## src/pjht_pkg.sv

```systemverilog
// Package for the peer join handshake table: sizes, opcodes, event kinds,
// handshake phases and reject reasons. No dependencies.
`timescale 1ns / 1ps
package pjht_pkg;
  localparam int PEERS        = 16;
  localparam int IDX_W        = (PEERS > 1) ? $clog2(PEERS) : 1;
  localparam int CNT_W        = $clog2(PEERS + 1);
  localparam int TICK_REPORTS = 16;
  localparam int REP_W        = 5;

  localparam logic [2:0] OP_CONNECT = 3'd0;
  localparam logic [2:0] OP_DISCON  = 3'd1;
  localparam logic [2:0] OP_HELLO   = 3'd2;
  localparam logic [2:0] OP_JOIN    = 3'd3;
  localparam logic [2:0] OP_PING    = 3'd4;
  localparam logic [2:0] OP_OTHER   = 3'd5;
  localparam logic [2:0] OP_TICK    = 3'd6;
  localparam logic [2:0] OP_NONE    = 3'd7;

  localparam logic [3:0] EV_ACK       = 4'd0;
  localparam logic [3:0] EV_ACCEPT    = 4'd1;
  localparam logic [3:0] EV_REJECT    = 4'd2;
  localparam logic [3:0] EV_PONG      = 4'd3;
  localparam logic [3:0] EV_UNKNOWN   = 4'd4;
  localparam logic [3:0] EV_VIOLATION = 4'd5;
  localparam logic [3:0] EV_CONNECTED = 4'd6;
  localparam logic [3:0] EV_DISCONN   = 4'd7;
  localparam logic [3:0] EV_FULL      = 4'd8;
  localparam logic [3:0] EV_TICK      = 4'd9;

  localparam logic [2:0] PH_CONNECTED = 3'd1;
  localparam logic [2:0] PH_HELLO     = 3'd2;
  localparam logic [2:0] PH_JOIN_REQ  = 3'd3;
  localparam logic [2:0] PH_JOIN_ACC  = 3'd4;
  localparam logic [2:0] PH_SESSION   = 3'd5;
  localparam logic [2:0] PH_LEAVING   = 3'd6;

  localparam logic [2:0] RR_PROTOCOL = 3'd0;
  localparam logic [2:0] RR_CONTENT  = 3'd1;
  localparam logic [2:0] RR_FULL     = 3'd2;
  localparam logic [2:0] RR_INTERNAL = 3'd3;
  localparam logic [2:0] RR_TIMEOUT  = 3'd4;

  localparam logic [2:0] CFG_SESSION  = 3'd0;
  localparam logic [2:0] CFG_PROTOCOL = 3'd1;
  localparam logic [2:0] CFG_HASH     = 3'd2;
  localparam logic [2:0] CFG_PLIMIT   = 3'd3;
  localparam logic [2:0] CFG_IDLIMIT  = 3'd4;
  localparam logic [2:0] CFG_HELLO_TO = 3'd5;
  localparam logic [2:0] CFG_JOIN_TO  = 3'd6;
  localparam logic [2:0] CFG_OTHER_TO = 3'd7;

  typedef struct packed {
    logic        fire;
    logic        last;
    logic [3:0]  kind;
    logic [31:0] client;
    logic [15:0] player;
    logic [2:0]  reason;
    logic [31:0] stamp;
    logic [31:0] session;
  } evt_t;
endpackage

```

## src/peer_join_handshake_table_unit.sv

```systemverilog
// Top level of the peer join handshake table: the peer table, the scan
// sequencer and the result register. Depends on pjht_pkg.
`timescale 1ns / 1ps
// The block keeps a table of up to PEERS clients in arrival order and runs
// the server side of the join handshake. One input beat is taken when the
// block is idle; one table entry is examined per cycle by a single compare
// unit that walks an index from the head of the table. A connect, a lookup
// or a tick latches the beat, then visits entries in order until it finds
// its answer or runs past the end of the table, and a tick carries on
// after each timeout that it reports. Each result waits in an output
// register until the sink takes it, and the scan resumes after that. Opcode
// seven is dropped without a result. A tick rejects at most sixteen
// timed-out peers; the rest wait for the next tick.
// Configuration writes are meant for idle periods only.
module peer_join_handshake_table_unit
  import pjht_pkg::*;
(
  input  logic         clk,
  input  logic         rst_n,
  input  logic         in_tvalid,
  output logic         in_tready,
  // client[31:0], client_protocol[47:32], client_content_hash[79:48],
  // now_ms[111:80]
  input  logic [111:0] in_tdata,
  // opcode[2:0]
  input  logic [2:0]   in_tuser,
  output logic         out_tvalid,
  input  logic         out_tready,
  // peer_client_id[31:0], assigned_player[47:32], reject_reason[50:48],
  // time_stamp[82:51], session_out[114:83], zero fill above
  output logic [119:0] out_tdata,
  // event_kind[3:0]
  output logic [3:0]   out_tuser,
  output logic         out_tlast,
  input  logic         cfg_we,
  input  logic [2:0]   cfg_index,
  input  logic [31:0]  cfg_wdata
);

  localparam logic [1:0] S_IDLE = 2'd0;
  localparam logic [1:0] S_SCAN = 2'd1;
  localparam logic [1:0] S_OUT  = 2'd2;

  logic [1:0] state_r;

  // Configuration registers.
  logic [31:0] session_r, hash_exp_r, hello_to_r, join_to_r, other_to_r;
  logic [15:0] proto_exp_r, id_limit_r;
  logic [4:0]  plimit_r;

  // Latched input beat.
  logic [2:0]  op_r;
  logic [31:0] cid_r, hash_r, now_r;
  logic [15:0] proto_r;

  // Peer table.
  logic        ent_valid_r  [PEERS];
  logic [31:0] ent_client_r [PEERS];
  logic [2:0]  ent_phase_r  [PEERS];
  logic [31:0] ent_since_r  [PEERS];
  logic [15:0] ent_player_r [PEERS];

  logic [15:0]      next_player_r;
  logic [4:0]       players_r;
  logic [CNT_W-1:0] idx_r;
  logic [REP_W-1:0] reports_r;

  // Result register.
  logic         out_valid_r, out_last_r;
  logic [3:0]   out_kind_r;
  logic [31:0]  out_client_r, out_stamp_r, out_session_r;
  logic [15:0]  out_player_r;
  logic [2:0]   out_reason_r;

  logic [IDX_W-1:0] cur;
  logic             at_end, hit, cur_valid;
  logic [2:0]       cur_phase;
  logic [31:0]      elapsed, limit;
  logic             timed_out;
  evt_t             ev;
  logic             do_store, do_remove, do_timeout, do_hello, do_join_fail;
  logic             do_join_ok, do_dec;

  assign cur       = idx_r[IDX_W-1:0];
  assign at_end    = (idx_r == CNT_W'(PEERS));
  assign cur_valid = ent_valid_r[cur];
  assign cur_phase = ent_phase_r[cur];
  assign hit       = cur_valid && (ent_client_r[cur] == cid_r);
  assign elapsed   = now_r - ent_since_r[cur];

  always_comb begin
    case (cur_phase)
      PH_CONNECTED: limit = hello_to_r;
      PH_HELLO:     limit = join_to_r;
      default:      limit = other_to_r;
    endcase
  end

  assign timed_out = cur_valid && (cur_phase >= PH_CONNECTED) &&
                     (cur_phase <= PH_JOIN_ACC) && (elapsed > limit);

  // One step of the scan: decide whether this entry produces a result.
  always_comb begin
    ev           = '0;
    ev.client    = cid_r;
    ev.last      = 1'b1;
    do_store     = 1'b0;
    do_remove    = 1'b0;
    do_timeout   = 1'b0;
    do_hello     = 1'b0;
    do_join_fail = 1'b0;
    do_join_ok   = 1'b0;
    do_dec       = 1'b0;
    if (state_r == S_SCAN) begin
      if (op_r == OP_TICK) begin
        if (at_end || reports_r == REP_W'(TICK_REPORTS)) begin
          ev.fire   = 1'b1;
          ev.kind   = EV_TICK;
          ev.client = '0;
        end else if (timed_out) begin
          ev.fire    = 1'b1;
          ev.last    = 1'b0;
          ev.kind    = EV_REJECT;
          ev.client  = ent_client_r[cur];
          ev.reason  = RR_TIMEOUT;
          do_timeout = 1'b1;
        end
      end else if (op_r == OP_CONNECT) begin
        if (at_end) begin
          ev.fire = 1'b1;
          ev.kind = EV_FULL;
        end else if (!cur_valid) begin
          ev.fire  = 1'b1;
          ev.kind  = EV_CONNECTED;
          do_store = 1'b1;
        end
      end else if (at_end) begin
        ev.fire = 1'b1;
        ev.kind = EV_UNKNOWN;
      end else if (hit) begin
        ev.fire = 1'b1;
        unique case (op_r)
          OP_DISCON: begin
            ev.kind   = EV_DISCONN;
            do_remove = 1'b1;
            do_dec    = (cur_phase == PH_SESSION || cur_phase == PH_JOIN_ACC) &&
                        (players_r != '0);
          end
          OP_HELLO: begin
            if (cur_phase != PH_CONNECTED) begin
              ev.kind = EV_VIOLATION;
            end else if (proto_r != proto_exp_r) begin
              ev.kind   = EV_REJECT;
              ev.reason = RR_PROTOCOL;
            end else if (hash_r != hash_exp_r) begin
              ev.kind   = EV_REJECT;
              ev.reason = RR_CONTENT;
            end else if (players_r >= plimit_r) begin
              ev.kind   = EV_REJECT;
              ev.reason = RR_FULL;
            end else begin
              ev.kind    = EV_ACK;
              ev.session = session_r;
              do_hello   = 1'b1;
            end
          end
          OP_JOIN: begin
            if (cur_phase != PH_HELLO) begin
              ev.kind = EV_VIOLATION;
            end else if (next_player_r >= id_limit_r) begin
              ev.kind      = EV_REJECT;
              ev.reason    = RR_INTERNAL;
              do_join_fail = 1'b1;
            end else begin
              ev.kind    = EV_ACCEPT;
              ev.player  = next_player_r;
              ev.session = session_r;
              do_join_ok = 1'b1;
            end
          end
          OP_PING: begin
            ev.kind  = EV_PONG;
            ev.stamp = now_r;
          end
          default: ev.kind = EV_VIOLATION;
        endcase
      end
    end
  end

  always_ff @(posedge clk) begin
    if (!rst_n) begin
      state_r       <= S_IDLE;
      out_valid_r   <= 1'b0;
      next_player_r <= 16'd1;
      players_r     <= '0;
      idx_r         <= '0;
      reports_r     <= '0;
      session_r     <= '0;
      proto_exp_r   <= 16'd1;
      hash_exp_r    <= '0;
      plimit_r      <= 5'd4;
      id_limit_r    <= 16'd65535;
      hello_to_r    <= 32'd10000;
      join_to_r     <= 32'd10000;
      other_to_r    <= 32'd30000;
      for (int i = 0; i < PEERS; i++) begin
        ent_valid_r[i] <= 1'b0;
      end
    end else begin
      if (cfg_we) begin
        unique case (cfg_index)
          CFG_SESSION:  session_r   <= cfg_wdata;
          CFG_PROTOCOL: proto_exp_r <= cfg_wdata[15:0];
          CFG_HASH:     hash_exp_r  <= cfg_wdata;
          CFG_PLIMIT:   plimit_r    <= cfg_wdata[4:0];
          CFG_IDLIMIT:  id_limit_r  <= cfg_wdata[15:0];
          CFG_HELLO_TO: hello_to_r  <= cfg_wdata;
          CFG_JOIN_TO:  join_to_r   <= cfg_wdata;
          CFG_OTHER_TO: other_to_r  <= cfg_wdata;
          default: ;
        endcase
      end

      unique case (state_r)
        S_IDLE: begin
          if (in_tvalid) begin
            op_r      <= in_tuser;
            cid_r     <= in_tdata[31:0];
            proto_r   <= in_tdata[47:32];
            hash_r    <= in_tdata[79:48];
            now_r     <= in_tdata[111:80];
            idx_r     <= '0;
            reports_r <= '0;
            if (in_tuser != OP_NONE) begin
              state_r <= S_SCAN;
            end
          end
        end
        S_SCAN: begin
          if (ev.fire) begin
            out_valid_r   <= 1'b1;
            out_last_r    <= ev.last;
            out_kind_r    <= ev.kind;
            out_client_r  <= ev.client;
            out_player_r  <= ev.player;
            out_reason_r  <= ev.reason;
            out_stamp_r   <= ev.stamp;
            out_session_r <= ev.session;
            state_r       <= S_OUT;
          end
          if (!ev.fire || !ev.last) begin
            idx_r <= idx_r + CNT_W'(1);
          end
          if (do_timeout) begin
            ent_phase_r[cur] <= PH_LEAVING;
            reports_r        <= reports_r + REP_W'(1);
          end
          if (do_store) begin
            ent_valid_r[cur]  <= 1'b1;
            ent_client_r[cur] <= cid_r;
            ent_phase_r[cur]  <= PH_CONNECTED;
            ent_since_r[cur]  <= now_r;
            ent_player_r[cur] <= '0;
          end
          if (do_hello) begin
            ent_phase_r[cur] <= PH_HELLO;
            ent_since_r[cur] <= now_r;
          end
          if (do_join_fail) begin
            ent_phase_r[cur] <= PH_JOIN_REQ;
            ent_since_r[cur] <= now_r;
          end
          if (do_join_ok) begin
            ent_phase_r[cur]  <= PH_SESSION;
            ent_since_r[cur]  <= now_r;
            ent_player_r[cur] <= next_player_r;
            next_player_r     <= next_player_r + 16'd1;
            if (players_r < 5'd31) begin
              players_r <= players_r + 5'd1;
            end
          end
          if (do_dec) begin
            players_r <= players_r - 5'd1;
          end
          if (do_remove) begin
            // Close the gap: every entry at or after the hit takes its successor.
            for (int i = 0; i < PEERS - 1; i++) begin
              if (IDX_W'(i) >= cur) begin
                ent_valid_r[i]  <= ent_valid_r[i+1];
                ent_client_r[i] <= ent_client_r[i+1];
                ent_phase_r[i]  <= ent_phase_r[i+1];
                ent_since_r[i]  <= ent_since_r[i+1];
                ent_player_r[i] <= ent_player_r[i+1];
              end
            end
            ent_valid_r[PEERS-1] <= 1'b0;
          end
        end
        S_OUT: begin
          if (out_tready) begin
            out_valid_r <= 1'b0;
            state_r     <= out_last_r ? S_IDLE : S_SCAN;
          end
        end
        default: state_r <= S_IDLE;
      endcase
    end
  end

  assign in_tready  = (state_r == S_IDLE);
  assign out_tvalid = out_valid_r;
  assign out_tlast  = out_last_r;
  assign out_tuser  = out_kind_r;
  assign out_tdata  = {5'd0, out_session_r, out_stamp_r, out_reason_r,
                       out_player_r, out_client_r};

  // A result is only presented while the sequencer waits on the sink.
  a_out_state: assert property (@(posedge clk) disable iff (!rst_n)
    out_valid_r |-> (state_r == S_OUT))
    else $error("result valid outside output state");

  // The scan index never runs past one beyond the table.
  a_idx_range: assert property (@(posedge clk) disable iff (!rst_n)
    idx_r <= CNT_W'(PEERS))
    else $error("scan index out of range");

  // A tick never reports more timeouts than the per-tick cap.
  a_rep_cap: assert property (@(posedge clk) disable iff (!rst_n)
    reports_r <= REP_W'(TICK_REPORTS))
    else $error("too many timeout reports");

  // Accepting an item always leaves idle, except for the ignored opcode.
  a_leave_idle: assert property (@(posedge clk) disable iff (!rst_n)
    (in_tvalid && in_tready && in_tuser != OP_NONE) |=> (state_r == S_SCAN))
    else $error("accepted item did not start a scan");
endmodule
```

## config.mk

```make
export PLATFORM = sky130hd
export DESIGN_NAME = peer_join_handshake_table_unit
export DESIGN_NICKNAME = d
export VERILOG_FILES = /design/src/pjht_pkg.sv /design/src/peer_join_handshake_table_unit.sv
export SDC_FILE = /design/constraint.sdc
export NUM_CORES = 2
export LEC_CHECK = 0
export BUFFER_PORTS_ARGS = -buffer_cell sky130_fd_sc_hd__buf_2
export CAP_MARGIN = 15
export CORE_ASPECT_RATIO = 1.25
export CORE_MARGIN = 1
export CORE_UTILIZATION = 45
export CTS_CLUSTER_SIZE = 30
export DETAILED_ROUTE_END_ITERATION = 12
export SLEW_MARGIN = 20
export SYNTH_ARGS = -nofsm -noshare
export SYNTH_HDL_FRONTEND = slang
export SYNTH_SLANG_ARGS = --single-unit
export TNS_END_PERCENT = 1
```

## constraint.sdc

```tcl
create_clock -name clk -period 23.4 [get_ports clk]
set_clock_uncertainty 0.1 [all_clocks]
set_input_delay 4.68 -clock clk [delete_from_list [all_inputs] [get_ports clk]]
set_output_delay 4.68 -clock clk [all_outputs]
set_load 0.01 [all_outputs]
```

# After elaboration in Yosys (flattened, before gate mapping)
# Memories as Yosys holds them, arrays and structs flattened. A register that Yosys moved wholly into a read port is not among the register bits.
# Cells that the tools add are included.
[totals] register_bits=466 mem_bits_rw=1088 in_bits=155 output_inout_bits=127 wordCells=415 memories=4
[memory_table] memory="ent_client_r" words=16 word_bits=32 rd=16 rd_ports_with_merged_regs=1 wr=15 line_no="peer_join_handshake_table_unit.sv:58" source="logic [31:0] ent_client_r [PEERS];"
[memory_table] memory="ent_since_r" words=16 word_bits=32 rd=16 rd_ports_with_merged_regs=1 wr=15 line_no="peer_join_handshake_table_unit.sv:60" source="logic [31:0] ent_since_r [PEERS];"
[memory_table] memory="ent_phase_r" words=16 word_bits=3 rd=16 rd_ports_with_merged_regs=1 wr=15 line_no="peer_join_handshake_table_unit.sv:59" source="logic [2:0] ent_phase_r [PEERS];"
[memory_table] memory="ent_valid_r" words=16 word_bits=1 rd=16 rd_ports_with_merged_regs=1 wr=16 line_no="peer_join_handshake_table_unit.sv:57" source="logic ent_valid_r [PEERS];"
[classes] add_sub_neg=6 magnitude_cmp=21 eq_ne=32 n_mux=258 bitwise=27 n_reduce_logical=41
[op_table] operator="2-to-1 mux 32 bit" count=13
[op_table] operator="2-to-1 mux 83 bit" count=3
[op_table] operator="2-to-1 mux 1 bit" count=179
[op_table] operator="one-hot mux 32 bit (2 select lines)" count=2
[op_table] operator="2-to-1 mux 121 bit" count=1
[op_table] operator="2-to-1 mux 4 bit" count=21
[op_table] operator="2-to-1 mux 64 bit" count=1
[op_table] operator="OR reduction 32 bit" count=2
[op_table] operator="2-to-1 mux 16 bit" count=3
[op_table] operator="2-to-1 mux 38 bit" count=1
[op_table] operator="2-to-1 mux 36 bit" count=1
[op_table] operator="== test 32 bit" count=1
[op_table] operator="greater-than comparator 32 bit" count=1
[op_table] operator="!= test 32 bit" count=1
[op_table] operator="subtractor 32 bit" count=1
[op_table] operator="2-to-1 mux 5 bit" count=6
[op_table] operator=">= comparator 4 bit, first input constant" count=7
[op_table] operator="2-to-1 mux 3 bit" count=9
[op_table] operator="== test 3 bit, second input constant" count=8
[op_table] operator="bitwise OR 1 bit" count=23
[op_table] operator="2-to-1 mux 2 bit" count=11
[op_table] operator="one-hot mux 5 bit (2 select lines)" count=2
[op_table] operator="2-to-1 mux 19 bit" count=1
[op_table] operator="AND reduction 2 bit" count=9
[op_table] operator="other kinds (41)" count=78

# Logic depth before layout (Yosys ltp)
[depth] ltp_word=19 depth_mapped=34 ltp_nobuf=26

# Worst setup path before layout
# No wires, ideal clock.
[synth_timing] path_kind="register to register" start="reg (tool-made name)" end="reg out_client_r[0] (enable)" setup_ns=0.771 arrival_ns=15.835 t_required_ns=22.529 setup_slack_ns=6.694 stages_incl_launch_ff=31 path_buffers=8 period_less_slack_ns=16.706 cell_sequence="dfxtp_1 -> buf_2 -> buf_2 -> buf_2 -> clkbuf_1 -> clkbuf_1 -> buf_1 -> buf_1 -> clkbuf_1 -> mux4_2 -> mux4_2 -> inv_1 -> ha_1 -> a2111oi_0 -> nand2_1 -> a21oi_1 -> nor3_1 -> nor3_1 -> nor3_1 -> o211ai_1 -> or3b_2 -> ha_1 -> and4_1 -> and3_1 -> nand2_1 -> a21o_1 -> nand3_1 -> and3_1 -> o21ai_0 -> nor2_1 -> nor3b_1"
[synth_rtl] item="end signal, assigned" line_no="peer_join_handshake_table_unit.sv:245" source="out_client_r <= ev.client;"
[synth_rtl] item="end, declared" line_no="peer_join_handshake_table_unit.sv:71" source="logic [31:0] out_client_r, out_stamp_r, out_session_r;"

==> metrics <==
status finished clean; final core utilization 50.8%; # port buffers 276; ys async rst share 0%; die width 370 um; Tcrit/Tclk final 45.6%; Final Max Slew Viols 0; max-cap viol count 0; measured slew at the worst slew-check pin 1.24 ns; yosys warns 0; top-area cell type share of the netlist area between 50% and 60%; largest registers ent_client_r (512), ent_since_r (512), ent_phase_r (48); CP Max Fanout 41; RePlAce Congestion 0.885; Final min period around 11 ns; most frequent CP cell buf_4; number of global-route vias before repair 49802; pin count of the biggest net entering global routing 97; WP data required between 20 and 25 ns; clock-pin slew of the registers on the worst-case setup and hold paths 0.07 ns; global-route wire length before repair approximately 350 mm; most frequent cells in the layout 1307 x edfxtp_1, 1023 x nand2_1, 634 x mux2_2, 294 x mux4_2, 276 x buf_2; CP endpoint kind flip-flop; Max Root-Sink Buffers 3; initial antenna violation count 8; RSZ-0062 raised after global routing false; Num CTS Buffers 164; Post-Syn Area per Cell 13.3 sq um; ANT nets after route 0; critical path launch point type flip-flop; final hold viol count 0; row cnt 168; Post-Syn Area 76200 sq um; count of cell types in the netlist 84; fin area 85300 sq um; drt initial violations 5484; Leakage 29.0 nW; drt first pass iters 7; total congestion overflow 0; Core Area about 170000 sq um; final wirelength about 240 mm; total vias in the final route a little over 50000; Setup TNS Final 0 ns; Sequential Area 44300 sq um; Post-route DRC 0; GRT Total Usage 28.1%; via-per-instance ratio 6.17; PD cells roughly 72 nW/um^2; most common cell after layout, fill and taps aside edfxtp_1; fin worst setup slack 12.73 ns; Seq cells post-synth 1558; P&R area growth vs syn 11.9%; Fill cells 14329; Gate Count Post-Synth 5737; DP Wirelength 138 mm; final net count 6125; CTS H-tree depth 4; cell taking the most area after synthesis edfxtp_1; CP max stage cell buf_4; footprint of the multi-input gates ~30000 sq um; IR drop worst, VDD 49.6 uV; later-pin clock latency in the skew report 0.83 ns; critical path type reg -> reg; slew margin rel. between 10% and 20%; critical path's largest stage delay 0.79 ns; Setup WS pre-CTS 12.46 ns; Max Clock Freq approximately 94 MHz; CTS-repair resized insts 0; Initial Utilization 45.4%; post-cts hold buffer count 0; Post-synth EDFFs 1307; wire per inst about 29 um; Post-synth top flop edfxtp_1; Setup Buffers After CTS 0; top cells by area, synth edfxtp_1 51%, mux2_2 9.4%, mux4_2 8.7%; Hold WC Path Type reg -> reg; CTS Sinks 1558; Clk Tree Root Cell clkbuf_16; CTS tree done; fraction of layout instances using a drive strength above 1 between 20% and 30%; die area about 170000 sq um; IO Pins 282; Final setup viols 0; area post-placement 79900 sq um; Die H 462 um; WP data arrival 11.01 ns; sequential area share after synthesis roughly three fifths
## report_power, final
part           switching [mW]  internal, mW
registers              0.0329          3.02
logic                   0.212         0.169
clock network            1.16          1.52
## Yosys cell counts (all sizes together), types with 33 or more instances
| cell | instances |
|---|---|
| edfxtp | 1307 |
| nand2 | 1027 |
| mux2 | 720 |
| mux4 | 294 |
| a21oi | 269 |
| o21ai | 261 |
| clkbuf | 260 |
| dfxtp | 251 |
| buf | 178 |
| mux2i | 104 |
| inv | 98 |
| xnor2 | 97 |
| ha | 95 |
| nor2 | 93 |
| and2 | 86 |
| nand3 | 81 |
| a22o | 50 |
| a21o | 46 |
| nor3 | 42 |
| nand4 | 39 |
| nor4 | 36 |
| xor2 | 33 |
## final cells by class
cell class / count / area share (%)
sequential: 1558 / 51.9
multi-input combinational: 3646 / 35.3
clock buffer: 207 / 5.22
tap: 2210 / 3.24
timing repair buffer: 404 / 2.79
clock inverter: 96 / 1.08
inverter: 99 / 0.444
antenna: 2 / 0.00587
## routing by layer
metal | wire [um] | vias up | track usage, %
li1 | - | 21783 | -
met1 | 99900 | 26119 | 39.1
met2 | 116000 | 2481 | 45.6
met3 | 20600 | 373 | 4.77
met4 | 6050 | 0 | 7.65
met5 | 0 | - | 0
## worst max-delay path: cells and delay by family (launching register included)
kind / cells / cell delay [ns]
mux: 2 / 1.06
simple gates: 12 / 3.30
fa+ha+maj: 2 / 0.59
flops: 1 / 0.76
buf+inv: 5 / 2.74
compound gates: 5 / 1.58
## metrics by stage
| stage | hold slack (ns) | instances | power [mW] |
|---|---|---|---|
| finish | 0.348 | 8222 | 6.10 |
| global route | 0.368 | 8221 | 6.27 |
| CTS | 0.350 | 8220 | 6.14 |
| detailed placement | 0.342 | 7917 | 3.49 |
| global placement | 0.337 | 7917 | 3.48 |
| floorplan | 0.324 | 5741 | 3.37 |
## path summary, 6_finish.rpt
| check | startpoint | to | slack [ns] | depth (start not counted) |
|---|---|---|---|---|
| min | session_r[15] | session_r[15] | 0.35 | 2 |
| max reg2reg | flip-flop | out_stamp_r[14] | 12.73 | 26 |
| min reg2reg | session_r[15] | session_r[15] | 0.35 | 2 |
| max | flip-flop | out_stamp_r[14] | 12.73 | 26 |
## cell families after synthesis
logic type / after synthesis / synth area share [%]
AOI/OAI and AO/OA: 786 / 6.20
other: 1 / 0.00492
xor gates and xnor gates: 130 / 1.49
adders and majority gates: 97 / 1.61
muxes: 1118 / 20.7
and+or+nand+nor: 1510 / 8.87
DFF: 1558 / 58.1
buffers and inverters: 537 / 3.05
No activity file was read; power rests on OpenSTA's default activity.
